==> src/hw/rtl/rpn_pkg.sv <==
// ----------------------------------------------------------------------------
// RPN evaluator package
// Shared types, character codes, status codes and constants for the
// reverse Polish evaluator and its iterative arithmetic unit.
// ----------------------------------------------------------------------------
`timescale 1ns / 1ps

package rpn_pkg;

  localparam int QW = 48;
  localparam int DW = 50;
  localparam int FB = 16;

  localparam logic [QW-1:0] Q_MAX = 48'h7FFF_FFFF_FFFF;
  localparam logic [QW-1:0] Q_MIN = 48'h8000_0000_0000;

  localparam logic [7:0] CH_HASH  = 8'h23;
  localparam logic [7:0] CH_STAR  = 8'h2A;
  localparam logic [7:0] CH_PLUS  = 8'h2B;
  localparam logic [7:0] CH_MINUS = 8'h2D;
  localparam logic [7:0] CH_POINT = 8'h2E;
  localparam logic [7:0] CH_SLASH = 8'h2F;
  localparam logic [7:0] CH_ZERO  = 8'h30;
  localparam logic [7:0] CH_NINE  = 8'h39;

  localparam logic [2:0] STAT_OK        = 3'd0;
  localparam logic [2:0] STAT_DIV_ZERO  = 3'd1;
  localparam logic [2:0] STAT_TOO_LONG  = 3'd2;
  localparam logic [2:0] STAT_UNDERFLOW = 3'd3;
  localparam logic [2:0] STAT_OVERFLOW  = 3'd4;

  typedef enum logic [3:0] {
    S_IDLE,
    S_CONV,
    S_DISPATCH,
    S_RD_B,
    S_EXEC,
    S_ALU,
    S_RD_TOP,
    S_EMIT
  } ctrl_state_e;

  typedef enum logic [2:0] {
    A_IDLE,
    A_RUN,
    A_ROUND,
    A_SAT,
    A_DONE
  } alu_state_e;

  typedef enum logic {
    ALU_MUL,
    ALU_DIV
  } alu_op_e;

  typedef struct packed {
    logic          start;
    alu_op_e       op;
    logic          neg;
    logic [QW-1:0] opa;
    logic [DW-1:0] opb;
  } alu_req_t;

  typedef struct packed {
    logic          done;
    logic [QW-1:0] value;
  } alu_rsp_t;

  function automatic logic [DW-1:0] pow10(input logic [3:0] idx);
    logic [DW-1:0] r;
    case (idx)
      4'd0:  r = 50'd1;
      4'd1:  r = 50'd10;
      4'd2:  r = 50'd100;
      4'd3:  r = 50'd1000;
      4'd4:  r = 50'd10000;
      4'd5:  r = 50'd100000;
      4'd6:  r = 50'd1000000;
      4'd7:  r = 50'd10000000;
      4'd8:  r = 50'd100000000;
      4'd9:  r = 50'd1000000000;
      4'd10: r = 50'd10000000000;
      4'd11: r = 50'd100000000000;
      4'd12: r = 50'd1000000000000;
      4'd13: r = 50'd10000000000000;
      4'd14: r = 50'd100000000000000;
      4'd15: r = 50'd1000000000000000;
      default: r = 50'd1;
    endcase
    return r;
  endfunction

endpackage

==> src/hw/rtl/rpn_ram.sv <==
// ----------------------------------------------------------------------------
// RPN generic RAM
// Simple dual-port RAM with one write port and one registered read port.
// ----------------------------------------------------------------------------
`timescale 1ns / 1ps

module rpn_ram #(
  parameter int WIDTH = 48,
  parameter int DEPTH = 32
) (
  input  logic                     clk_i,
  input  logic                     we_i,
  input  logic [$clog2(DEPTH)-1:0] waddr_i,
  input  logic [WIDTH-1:0]         wdata_i,
  input  logic                     re_i,
  input  logic [$clog2(DEPTH)-1:0] raddr_i,
  output logic [WIDTH-1:0]         rdata_o
);

  logic [WIDTH-1:0] mem_q [DEPTH];
  logic [WIDTH-1:0] rdata_q;

  always_ff @(posedge clk_i) begin
    if (we_i) begin
      mem_q[waddr_i] <= wdata_i;
    end
    if (re_i) begin
      rdata_q <= mem_q[raddr_i];
    end
  end

  assign rdata_o = rdata_q;

endmodule

==> src/hw/rtl/rpn_alu.sv <==
// ----------------------------------------------------------------------------
// RPN iterative arithmetic unit
// One shared adder/subtractor runs a shift-add multiply or a restoring
// divide one bit per cycle, then rounds and saturates to signed Q31.16.
// ----------------------------------------------------------------------------
`timescale 1ns / 1ps

module rpn_alu (
  input  logic              clk_i,
  input  logic              rst_ni,
  input  rpn_pkg::alu_req_t req_i,
  output rpn_pkg::alu_rsp_t rsp_o
);

  localparam int QW = rpn_pkg::QW;
  localparam int DW = rpn_pkg::DW;
  localparam int FB = rpn_pkg::FB;
  localparam int NW = QW + FB;
  localparam int MUL_STEPS = QW;
  localparam int DIV_STEPS = NW;
  localparam int CW = $clog2(DIV_STEPS);

  rpn_pkg::alu_state_e state_q, state_d;
  rpn_pkg::alu_op_e    op_q, op_d;
  logic                neg_q, neg_d;
  logic [QW-1:0]       ma_q, ma_d;
  logic [DW-1:0]       den_q, den_d;
  logic [2*QW-1:0]     p_q, p_d;
  logic [DW-1:0]       rem_q, rem_d;
  logic [CW-1:0]       cnt_q, cnt_d;
  logic                rnd_q, rnd_d;
  logic [QW-1:0]       res_q, res_d;

  logic [DW:0]   add_x;
  logic [DW:0]   add_y;
  logic          add_sub;
  logic [DW+1:0] add_w;
  logic          carry;

  logic [NW-1:0] q_src;
  logic [NW:0]   q_w;
  logic          ovf;
  logic [QW-1:0] mag;
  logic [QW-1:0] sat_val;

  always_comb begin
    if (state_q == rpn_pkg::A_ROUND) begin
      add_x   = {rem_q, 1'b0};
      add_y   = {1'b0, den_q};
      add_sub = 1'b1;
    end else if (op_q == rpn_pkg::ALU_DIV) begin
      add_x   = {rem_q, p_q[NW-1]};
      add_y   = {1'b0, den_q};
      add_sub = 1'b1;
    end else begin
      add_x   = (DW+1)'(p_q[2*QW-1:QW]);
      add_y   = p_q[0] ? (DW+1)'(ma_q) : '0;
      add_sub = 1'b0;
    end
  end

  assign add_w = {1'b0, add_x} + {1'b0, (add_sub ? ~add_y : add_y)} + (DW+2)'(add_sub);
  assign carry = add_w[DW+1];

  assign q_src   = (op_q == rpn_pkg::ALU_DIV) ? p_q[NW-1:0] : NW'(p_q[NW-1:FB]);
  assign q_w     = {1'b0, q_src} + (NW+1)'(rnd_q);
  assign ovf     = (|q_w[NW:QW]) || ((op_q == rpn_pkg::ALU_MUL) && (|p_q[2*QW-1:NW]));
  assign mag     = q_w[QW-1:0];
  assign sat_val = (ovf || mag[QW-1]) ? (neg_q ? rpn_pkg::Q_MIN : rpn_pkg::Q_MAX)
                                      : (neg_q ? (~mag + QW'(1)) : mag);

  always_ff @(posedge clk_i or negedge rst_ni) begin
    if (!rst_ni) begin
      state_q <= rpn_pkg::A_IDLE;
      cnt_q   <= '0;
    end else begin
      state_q <= state_d;
      cnt_q   <= cnt_d;
    end
  end

  always_ff @(posedge clk_i) begin
    op_q  <= op_d;
    neg_q <= neg_d;
    ma_q  <= ma_d;
    den_q <= den_d;
    p_q   <= p_d;
    rem_q <= rem_d;
    rnd_q <= rnd_d;
    res_q <= res_d;
  end

  always_comb begin
    state_d = state_q;
    op_d    = op_q;
    neg_d   = neg_q;
    ma_d    = ma_q;
    den_d   = den_q;
    p_d     = p_q;
    rem_d   = rem_q;
    cnt_d   = cnt_q;
    rnd_d   = rnd_q;
    res_d   = res_q;
    case (state_q)
      rpn_pkg::A_IDLE: begin
        if (req_i.start) begin
          op_d    = req_i.op;
          neg_d   = req_i.neg;
          state_d = rpn_pkg::A_RUN;
          if (req_i.op == rpn_pkg::ALU_DIV) begin
            p_d   = (2*QW)'({req_i.opa, FB'(0)});
            rem_d = '0;
            den_d = req_i.opb;
            cnt_d = CW'(DIV_STEPS - 1);
          end else begin
            p_d   = (2*QW)'(req_i.opb[QW-1:0]);
            ma_d  = req_i.opa;
            cnt_d = CW'(MUL_STEPS - 1);
          end
        end
      end
      rpn_pkg::A_RUN: begin
        if (op_q == rpn_pkg::ALU_DIV) begin
          rem_d          = carry ? add_w[DW-1:0] : add_x[DW-1:0];
          p_d[NW-1:0]    = {p_q[NW-2:0], carry};
        end else begin
          p_d = {add_w[QW:0], p_q[QW-1:1]};
        end
        if (cnt_q == '0) begin
          state_d = rpn_pkg::A_ROUND;
        end else begin
          cnt_d = cnt_q - CW'(1);
        end
      end
      rpn_pkg::A_ROUND: begin
        rnd_d   = (op_q == rpn_pkg::ALU_DIV) ? carry : p_q[FB-1];
        state_d = rpn_pkg::A_SAT;
      end
      rpn_pkg::A_SAT: begin
        res_d   = sat_val;
        state_d = rpn_pkg::A_DONE;
      end
      rpn_pkg::A_DONE: begin
        state_d = rpn_pkg::A_IDLE;
      end
      default: begin
        state_d = rpn_pkg::A_IDLE;
      end
    endcase
  end

  assign rsp_o.done  = (state_q == rpn_pkg::A_DONE);
  assign rsp_o.value = res_q;

endmodule

==> src/hw/rtl/rpn_expression_evaluator.sv <==
// ----------------------------------------------------------------------------
// RPN expression evaluator
// Evaluates reverse Polish text, one ASCII character per transaction, on an
// operand stack in signed Q31.16 fixed point.
// A digit or point is taken in S_IDLE; any other character goes on through
// S_DISPATCH, and ending a pending number first runs the shared unit (64 divide
// steps) in S_CONV. '*' and '/' also wait on the shared unit in S_ALU.
// A '#' passes S_DISPATCH, S_RD_TOP and S_EMIT before its result is
// registered, and a stalled result holds the input. Reset clears the stack
// pointer, number and error state; the stack RAM is left as is.
// ----------------------------------------------------------------------------
`timescale 1ns / 1ps

module rpn_expression_evaluator #(
  parameter int STACK_DEPTH     = 32,
  parameter int MAX_TOKEN_CHARS = 10
) (
  input  logic               clk_i,
  input  logic               rst_ni,
  input  logic               in_valid_i,
  output logic               in_stall_o,
  input  logic [7:0]         in_char_i,
  output logic               out_valid_o,
  input  logic               out_stall_i,
  output logic signed [47:0] value_o,
  output logic [2:0]         status_o
);

  localparam int QW  = rpn_pkg::QW;
  localparam int DW  = rpn_pkg::DW;
  localparam int AW  = $clog2(STACK_DEPTH);
  localparam int SPW = $clog2(STACK_DEPTH + 1);
  localparam int TLW = $clog2(MAX_TOKEN_CHARS);

  rpn_pkg::ctrl_state_e state_q, state_d;
  logic [SPW-1:0] sp_q, sp_d;
  logic [31:0]    mant_q, mant_d;
  logic [3:0]     frac_q, frac_d;
  logic [TLW-1:0] tlen_q, tlen_d;
  logic           in_num_q, in_num_d;
  logic           seen_pt_q, seen_pt_d;
  logic           skip_q, skip_d;
  logic [7:0]     char_q, char_d;
  logic [QW-1:0]  b_q, b_d;
  logic [QW-1:0]  em_val_q, em_val_d;
  logic [2:0]     em_st_q, em_st_d;
  logic           out_valid_q;
  logic [QW-1:0]  value_q;
  logic [2:0]     status_q;

  logic           ram_we;
  logic [AW-1:0]  ram_waddr;
  logic [QW-1:0]  ram_wdata;
  logic           ram_re;
  logic [AW-1:0]  ram_raddr;
  logic [QW-1:0]  ram_rdata;

  rpn_pkg::alu_req_t alu_req;
  rpn_pkg::alu_rsp_t alu_rsp;

  logic           accept;
  logic           out_load;
  logic           is_digit;
  logic           is_point;
  logic           is_op_q;
  logic [TLW:0]   tlen_inc;
  logic           too_long;
  logic [35:0]    m10;
  logic [SPW-1:0] sp_m1;
  logic [SPW-1:0] sp_m2;
  logic           sp_full;
  logic [QW-1:0]  a_val;
  logic [QW-1:0]  a_mag;
  logic [QW-1:0]  b_mag;
  logic [QW:0]    addsub_w;
  logic [QW-1:0]  addsub_sat;
  logic           err;
  logic [2:0]     err_code;
  logic           err_hash;
  logic           clr;

  rpn_ram #(
    .WIDTH(QW),
    .DEPTH(STACK_DEPTH)
  ) u_stack (
    .clk_i  (clk_i),
    .we_i   (ram_we),
    .waddr_i(ram_waddr),
    .wdata_i(ram_wdata),
    .re_i   (ram_re),
    .raddr_i(ram_raddr),
    .rdata_o(ram_rdata)
  );

  rpn_alu u_alu (
    .clk_i (clk_i),
    .rst_ni(rst_ni),
    .req_i (alu_req),
    .rsp_o (alu_rsp)
  );

  assign in_stall_o = (state_q != rpn_pkg::S_IDLE);
  assign accept     = in_valid_i && !in_stall_o;
  assign out_load   = (state_q == rpn_pkg::S_EMIT) && (!out_valid_q || !out_stall_i);

  assign is_digit = (in_char_i >= rpn_pkg::CH_ZERO) && (in_char_i <= rpn_pkg::CH_NINE);
  assign is_point = (in_char_i == rpn_pkg::CH_POINT);
  assign is_op_q  = (char_q == rpn_pkg::CH_PLUS) || (char_q == rpn_pkg::CH_MINUS) ||
                    (char_q == rpn_pkg::CH_STAR) || (char_q == rpn_pkg::CH_SLASH);

  assign tlen_inc = {1'b0, tlen_q} + (TLW+1)'(1);
  assign too_long = (tlen_inc >= (TLW+1)'(MAX_TOKEN_CHARS));
  assign m10      = {1'b0, mant_q, 3'b000} + {3'b000, mant_q, 1'b0} + 36'(in_char_i[3:0]);

  assign sp_m1   = sp_q - SPW'(1);
  assign sp_m2   = sp_q - SPW'(2);
  assign sp_full = (sp_q >= SPW'(STACK_DEPTH));

  assign a_val = ram_rdata;
  assign a_mag = a_val[QW-1] ? (~a_val + QW'(1)) : a_val;
  assign b_mag = b_q[QW-1] ? (~b_q + QW'(1)) : b_q;

  assign addsub_w   = (char_q == rpn_pkg::CH_MINUS) ? ({a_val[QW-1], a_val} - {b_q[QW-1], b_q})
                                                    : ({a_val[QW-1], a_val} + {b_q[QW-1], b_q});
  assign addsub_sat = (addsub_w[QW] != addsub_w[QW-1])
                    ? (addsub_w[QW] ? rpn_pkg::Q_MIN : rpn_pkg::Q_MAX) : addsub_w[QW-1:0];

  always_ff @(posedge clk_i or negedge rst_ni) begin
    if (!rst_ni) begin
      state_q     <= rpn_pkg::S_IDLE;
      sp_q        <= '0;
      mant_q      <= '0;
      frac_q      <= '0;
      tlen_q      <= '0;
      in_num_q    <= 1'b0;
      seen_pt_q   <= 1'b0;
      skip_q      <= 1'b0;
      out_valid_q <= 1'b0;
    end else begin
      state_q     <= state_d;
      sp_q        <= sp_d;
      mant_q      <= mant_d;
      frac_q      <= frac_d;
      tlen_q      <= tlen_d;
      in_num_q    <= in_num_d;
      seen_pt_q   <= seen_pt_d;
      skip_q      <= skip_d;
      out_valid_q <= out_load || (out_valid_q && out_stall_i);
    end
  end

  always_ff @(posedge clk_i) begin
    char_q   <= char_d;
    b_q      <= b_d;
    em_val_q <= em_val_d;
    em_st_q  <= em_st_d;
    if (out_load) begin
      value_q  <= em_val_q;
      status_q <= em_st_q;
    end
  end

  always_comb begin
    state_d   = state_q;
    sp_d      = sp_q;
    mant_d    = mant_q;
    frac_d    = frac_q;
    tlen_d    = tlen_q;
    in_num_d  = in_num_q;
    seen_pt_d = seen_pt_q;
    skip_d    = skip_q;
    char_d    = char_q;
    b_d       = b_q;
    em_val_d  = em_val_q;
    em_st_d   = em_st_q;
    ram_we    = 1'b0;
    ram_waddr = sp_m2[AW-1:0];
    ram_wdata = addsub_sat;
    ram_re    = 1'b0;
    ram_raddr = sp_m1[AW-1:0];
    alu_req   = '0;
    err       = 1'b0;
    err_code  = rpn_pkg::STAT_OK;
    err_hash  = 1'b0;
    clr       = 1'b0;

    case (state_q)
      rpn_pkg::S_IDLE: begin
        if (accept) begin
          if (skip_q) begin
            clr = (in_char_i == rpn_pkg::CH_HASH);
          end else if (is_digit || is_point) begin
            if (too_long) begin
              err      = 1'b1;
              err_code = rpn_pkg::STAT_TOO_LONG;
            end else begin
              tlen_d   = tlen_inc[TLW-1:0];
              in_num_d = 1'b1;
              if (is_point) begin
                seen_pt_d = 1'b1;
              end else begin
                mant_d = (|m10[35:32]) ? 32'hFFFF_FFFF : m10[31:0];
                if (seen_pt_q && (frac_q != 4'hF)) begin
                  frac_d = frac_q + 4'd1;
                end
              end
            end
          end else begin
            char_d = in_char_i;
            if (in_num_q) begin
              alu_req.start = 1'b1;
              alu_req.op    = rpn_pkg::ALU_DIV;
              alu_req.neg   = 1'b0;
              alu_req.opa   = QW'(mant_q);
              alu_req.opb   = rpn_pkg::pow10(frac_q);
              mant_d        = '0;
              frac_d        = '0;
              tlen_d        = '0;
              in_num_d      = 1'b0;
              seen_pt_d     = 1'b0;
              state_d       = rpn_pkg::S_CONV;
            end else begin
              state_d = rpn_pkg::S_DISPATCH;
            end
          end
        end
      end
      rpn_pkg::S_CONV: begin
        if (alu_rsp.done) begin
          if (sp_full) begin
            err      = 1'b1;
            err_code = rpn_pkg::STAT_OVERFLOW;
            err_hash = (char_q == rpn_pkg::CH_HASH);
          end else begin
            ram_we    = 1'b1;
            ram_waddr = sp_q[AW-1:0];
            ram_wdata = alu_rsp.value;
            sp_d      = sp_q + SPW'(1);
            state_d   = rpn_pkg::S_DISPATCH;
          end
        end
      end
      rpn_pkg::S_DISPATCH: begin
        if (is_op_q) begin
          if (sp_q < SPW'(2)) begin
            err      = 1'b1;
            err_code = rpn_pkg::STAT_UNDERFLOW;
          end else begin
            ram_re  = 1'b1;
            state_d = rpn_pkg::S_RD_B;
          end
        end else if (char_q == rpn_pkg::CH_HASH) begin
          if (sp_q == '0) begin
            err      = 1'b1;
            err_code = rpn_pkg::STAT_UNDERFLOW;
            err_hash = 1'b1;
          end else begin
            ram_re  = 1'b1;
            state_d = rpn_pkg::S_RD_TOP;
          end
        end else begin
          state_d = rpn_pkg::S_IDLE;
        end
      end
      rpn_pkg::S_RD_B: begin
        b_d       = ram_rdata;
        ram_re    = 1'b1;
        ram_raddr = sp_m2[AW-1:0];
        state_d   = rpn_pkg::S_EXEC;
      end
      rpn_pkg::S_EXEC: begin
        if ((char_q == rpn_pkg::CH_SLASH) && (b_q == '0)) begin
          err      = 1'b1;
          err_code = rpn_pkg::STAT_DIV_ZERO;
        end else if ((char_q == rpn_pkg::CH_PLUS) || (char_q == rpn_pkg::CH_MINUS)) begin
          ram_we  = 1'b1;
          sp_d    = sp_m1;
          state_d = rpn_pkg::S_IDLE;
        end else begin
          alu_req.start = 1'b1;
          alu_req.op    = (char_q == rpn_pkg::CH_STAR) ? rpn_pkg::ALU_MUL : rpn_pkg::ALU_DIV;
          alu_req.neg   = a_val[QW-1] ^ b_q[QW-1];
          alu_req.opa   = a_mag;
          alu_req.opb   = DW'(b_mag);
          state_d       = rpn_pkg::S_ALU;
        end
      end
      rpn_pkg::S_ALU: begin
        if (alu_rsp.done) begin
          ram_we    = 1'b1;
          ram_wdata = alu_rsp.value;
          sp_d      = sp_m1;
          state_d   = rpn_pkg::S_IDLE;
        end
      end
      rpn_pkg::S_RD_TOP: begin
        em_val_d = ram_rdata;
        em_st_d  = rpn_pkg::STAT_OK;
        clr      = 1'b1;
        state_d  = rpn_pkg::S_EMIT;
      end
      rpn_pkg::S_EMIT: begin
        if (out_load) begin
          state_d = rpn_pkg::S_IDLE;
        end
      end
      default: begin
        state_d = rpn_pkg::S_IDLE;
      end
    endcase

    // An error reports at once; a '#' that fails also clears the block.
    if (err) begin
      em_val_d = '0;
      em_st_d  = err_code;
      state_d  = rpn_pkg::S_EMIT;
      if (err_hash) begin
        clr = 1'b1;
      end else begin
        skip_d = 1'b1;
      end
    end

    if (clr) begin
      sp_d      = '0;
      mant_d    = '0;
      frac_d    = '0;
      tlen_d    = '0;
      in_num_d  = 1'b0;
      seen_pt_d = 1'b0;
      skip_d    = 1'b0;
    end
  end

  assign out_valid_o = out_valid_q;
  assign value_o     = value_q;
  assign status_o    = status_q;

  a_err_value_zero: assert property (@(posedge clk_i) disable iff (!rst_ni)
    (out_valid_q && (status_q != rpn_pkg::STAT_OK)) |-> (value_q == '0))
    else $error("error transaction carries a nonzero value");

  a_sp_in_range: assert property (@(posedge clk_i) disable iff (!rst_ni)
    sp_q <= SPW'(STACK_DEPTH))
    else $error("stack pointer beyond stack depth");

  a_alu_done_ctx: assert property (@(posedge clk_i) disable iff (!rst_ni)
    alu_rsp.done |-> ((state_q == rpn_pkg::S_CONV) || (state_q == rpn_pkg::S_ALU)))
    else $error("arithmetic unit finished while the sequencer was not waiting");

  a_out_from_emit: assert property (@(posedge clk_i) disable iff (!rst_ni)
    $rose(out_valid_q) |-> ($past(state_q) == rpn_pkg::S_EMIT))
    else $error("output transaction raised outside the emit state");

endmodule

==> config.mk <==
export PLATFORM = sky130hd
export DESIGN_NAME = rpn_expression_evaluator
export DESIGN_NICKNAME = d
export VERILOG_FILES = /design/src/hw/rtl/rpn_pkg.sv /design/src/hw/rtl/rpn_ram.sv /design/src/hw/rtl/rpn_alu.sv /design/src/hw/rtl/rpn_expression_evaluator.sv
export SDC_FILE = /design/constraint.sdc
export NUM_CORES = 2
export LEC_CHECK = 0
export BUFFER_PORTS_ARGS = -buffer_cell sky130_fd_sc_hd__buf_2
export CORE_MARGIN = 3
export CORE_UTILIZATION = 50
export CTS_CLUSTER_SIZE = 25
export DETAILED_ROUTE_END_ITERATION = 7
export HOLD_SLACK_MARGIN = 0.08
export PLACE_DENSITY = 0.65
export SLEW_MARGIN = 10
export SYNTH_ARGS = -nofsm -noshare
export SYNTH_HDL_FRONTEND = slang
export SYNTH_SLANG_ARGS = --single-unit
==> constraint.sdc <==
create_clock -name clk_i -period 7.3 [get_ports clk_i]
set_input_delay 0.73 -clock clk_i [delete_from_list [all_inputs] [get_ports clk_i]]
set_output_delay 0.73 -clock clk_i [all_outputs]
set_load 0.03 [all_outputs]
==> flow_summary.json <==
{
  "synth-seq-cells": 2098,
  "fill_cells": 15100,
  "cts_sinks": 2098,
  "pwr-share-clk_pct": 22.5,
  "clock_latency_ns": 0.89,
  "worstPathCellList": "or3_1 > or3_1 > nor2_1 > nand4_1 > nand2b_1 > or4_1 > o31ai_1 > xor2_1 > ha_1 > and4_1 > a2111oi_0 > o21ai_0 > o21ai_0 > o21ai_0 > a21o_1 > xnor2_1 > nand2b_1 > and2_0 > buf_4 > a221o_1",
  "yosysTopAreaCellShare_pct": 61.3,
  "vias_per_cell": 6.43,
  "path_class": "flop to flop",
  "grt_pass1_wl_um": 429000,
  "power_frac_seq_pct": 35.4,
  "gp_congestion": 1.01,
  "maxCapViolations": 0,
  "dr.pass1.iters": 7,
  "yosysTopAreaCell": "edfxtp_1",
  "synth.distinct_cells": 105,
  "period_share_pct": 94.4,
  "post_cts_buffers": 0,
  "synth_simple_gate_area_share_pct": 8.27,
  "syn-cell-area_um2": 97300,
  "finalHoldViolCount": 0,
  "wl_um": 300000,
  "port_buffers": 64,
  "drc": 0,
  "synthAdderAreaFrac_pct": 2.51,
  "cts_tree": "done",
  "htreeDepth": 4,
  "swShare_pct": 37.1,
  "synthArstFlopShare_pct": 2.96,
  "final_max_slew_viol_count": 0,
  "intPower_w": 0.0307,
  "slew-limit-headroom_pct": 13.7,
  "min_period_ns": 6.89,
  "min_path_type": "primary input to asynchronous set/reset pin",
  "instances_no_fill": 9620,
  "cp_max_fo": 32,
  "dp_hpwl_um": 194000,
  "critPathCaptureType": "flop",
  "cp.arrival_ns": 7.40,
  "antenna_found_initial": 8,
  "synthXorXnorAreaFrac_pct": 2.81,
  "syn_nets": 6996,
  "first_global_vias": 59200,
  "timing.final.ws_setup_ns": 0.407,
  "rsz0062_at_grt": "false",
  "power-per-cell-area_nw_per_um2": 447,
  "core_um2": 193000,
  "synthCells": 6791,
  "tightestPinTransition_ns": 1.29,
  "num_vias": 61800,
  "yosys_warnings": 0,
  "ys_top_cells_by_count": "1,988 x edfxtp_1, 677 x nand2_1, 475 x a21oi_1, 429 x nor2_1, 384 x mux4_2",
  "yosysSeqAreaShare_pct": 63.9,
  "crit_path_max_incr_delay_ns": 0.90,
  "fin_nets": 7118,
  "synth_flop_cell": "edfxtp_1",
  "synth-edff-count": 1988,
  "cts_buffer_depth": 3,
  "grt_usage_pct": 29.9,
  "p_total_w": 0.0488,
  "synth.area.mux_share_pct": 12.3,
  "worst_path_max_delay_cell": "a221o_1",
  "avgSynthCellArea_um2": 14.3,
  "dpl_worst_slack_ns": 0.570,
  "root_buffer": "clkbuf_16",
  "cp.required_ns": 7.81,
  "grt_max_degree": 131,
  "setup_viol": 0,
  "fin_tns_setup_ns": 0,
  "crit_path_start_kind": "flop",
  "synth_top_family_by_area": "multiplexers",
  "cts-buffers-inserted": 210,
  "drt-initial-drc-count": 8356,
  "initial_core_util_pct": 50.4,
  "p_leak_nw": 37.9,
  "yosysMostFrequentCell": "edfxtp_1",
  "synth_area_leaders": "edfxtp_1 61%, mux4_2 8.9%, nand2_1 2.6%, a21oi_1 2.4%, ha_1 2.4%",
  "hold_ws_ns": 0.140,
  "routedWlPerCell_um": 31.2,
  "p_switching_w": 0.0181,
  "die_h_um": 447,
  "gr-total-overflow": 0,
  "synth_compound_area_share_pct": 8.34,
  "place_inst": 9223,
  "combPwrFrac_pct": 42.1,
  "die-area_um2": 200000,
  "outcome": "completed",
  "die_x_um": 447,
  "fin_skew_ns": 0.0920,
  "ios": 65,
  "areaGrowthSynthToFinish_pct": 12.2,
  "ir_drop_uv": 606,
  "max_freq_mhz": 145,
  "drtAntennaViolNets": 0,
  "drive_gt1_share_pct": 17.6,
  "crit_top_cell": "o21ai_0",
  "clk_pin_slew_worst_paths_ns": 0.06,
  "rows": 161
}
-- per-layer routing --
layer	part of all wire (%)	track usage [%]	wire, µm	vias up
met5	0.014	0	41	-
li1	-	-	-	26500
met3	8.6	4.77	25800	614
met1	40	41.9	120000	31500
met2	46	46.1	138000	3171
met4	5.4	14.3	16100	6
-- cell families (layout without fill, tap and decap cells) --
group,Yosys count,in the layout
compound gates,1321,1321
xor+xnor,312,312
fa+ha+maj,193,193
buf+inv,449,751
flops,2098,2098
mux,708,708
other cells,0,1
simple gates,1710,1710
-- repair_timing --
item	4_1_cts	5_1_grt
resized for setup	0	2
endpoints found under the hold margin	4	0
endpoints found under the setup margin	0	35
hold buffers	4	0
-- path summary, 6_finish.rpt --
path	end	cells after the start	slack, ns	startpoint
worst max-delay path	u_stack.mem_q[4][45]	20	0.41	b_q[3]
worst max register to register	u_stack.mem_q[4][45]	20	0.41	b_q[3]
max in group asynchronous	mant_q[30]	2	6.38	rst_ni
worst min-delay path	sp_q[0]	2	0.14	rst_ni
min in group clk_i	out_valid_o	3	0.20	out_stall_i
worst min register to register	status_o[0]	0	0.42	em_st_q[0]
-- critical path, delay by kind of cell (launching register included) --
family                   cells  cell delay (ns)
AND/OR/NAND/NOR              9             2.66
AO/OA/AOI/OAI                7             2.21
XOR/XNOR                     2             0.59
flip-flops                   1             0.45
adder cells (fa/ha/maj)      1             0.37
buffers and inverters        1             0.23
-- cell type report --
type | instances | area (µm²) | area share (%)
Antenna cell | 1 | 2.50 | 0.00229
Clock buffer | 265 | 5560 | 5.09
Clock inverter | 127 | 1490 | 1.36
Inverter | 69 | 262 | 0.239
Multi-Input combinational cell | 4244 | 34000 | 31.1
Sequential cell | 2098 | 62200 | 57.0
Tap cell | 2526 | 3160 | 2.89
Timing Repair Buffer | 290 | 2580 | 2.36
-- stage by stage --
step	cell area [µm²]	utilization, %
floorplan	97300	-
global placement	102000	52.9
detailed placement	102000	52.9
CTS	109000	56.6
global route	109000	56.6
finish	109000	56.6
-- sequential cells by signal (all words and copies together) (netlist names), 8 cells and up --
name,cells
mant_q,32
u_alu.ma_q,48
u_alu.den_q,49
u_alu.res_q,48
u_alu.p_q,96
value_o,48
u_stack.rdata_o,48
u_alu.rem_q,50
em_val_q,48
char_q,8
u_stack.mem_q,1536
b_q,48
-- power groups by stage --
stage	logic [W]	clock network [W]	registers, W
after floorplan	0.0141	0	0.0170
after global placement	0.0201	0	0.0174
after detailed placement	0.0204	0	0.0175
after CTS	0.0205	0.0111	0.0172
after global routing	0.0220	0.0116	0.0173
final	0.0206	0.0110	0.0173
-- cells in the final DEF, fill, tap and decap left out, types with 48 or more instances in the layout --
cell type  count
xnor2_1      126
buf_4        178
o211ai_1      64
mux2_2       103
clkbuf_16    212
nor2_1       394
ha_1         189
inv_1         64
buf_2         64
o31ai_1       48
nand2_1      674
and2_1        73
a21o_1        97
dfxtp_1       48
nor3_1        55
xor2_1       183
o22ai_1       55
edfxtp_1    1988
mux2i_1      220
nor2b_1       56
a21oi_1      437
dfrtp_1       62
mux4_2       384
o21ai_0      302
nand3_1      106
Power figures use the tool's default switching activity.
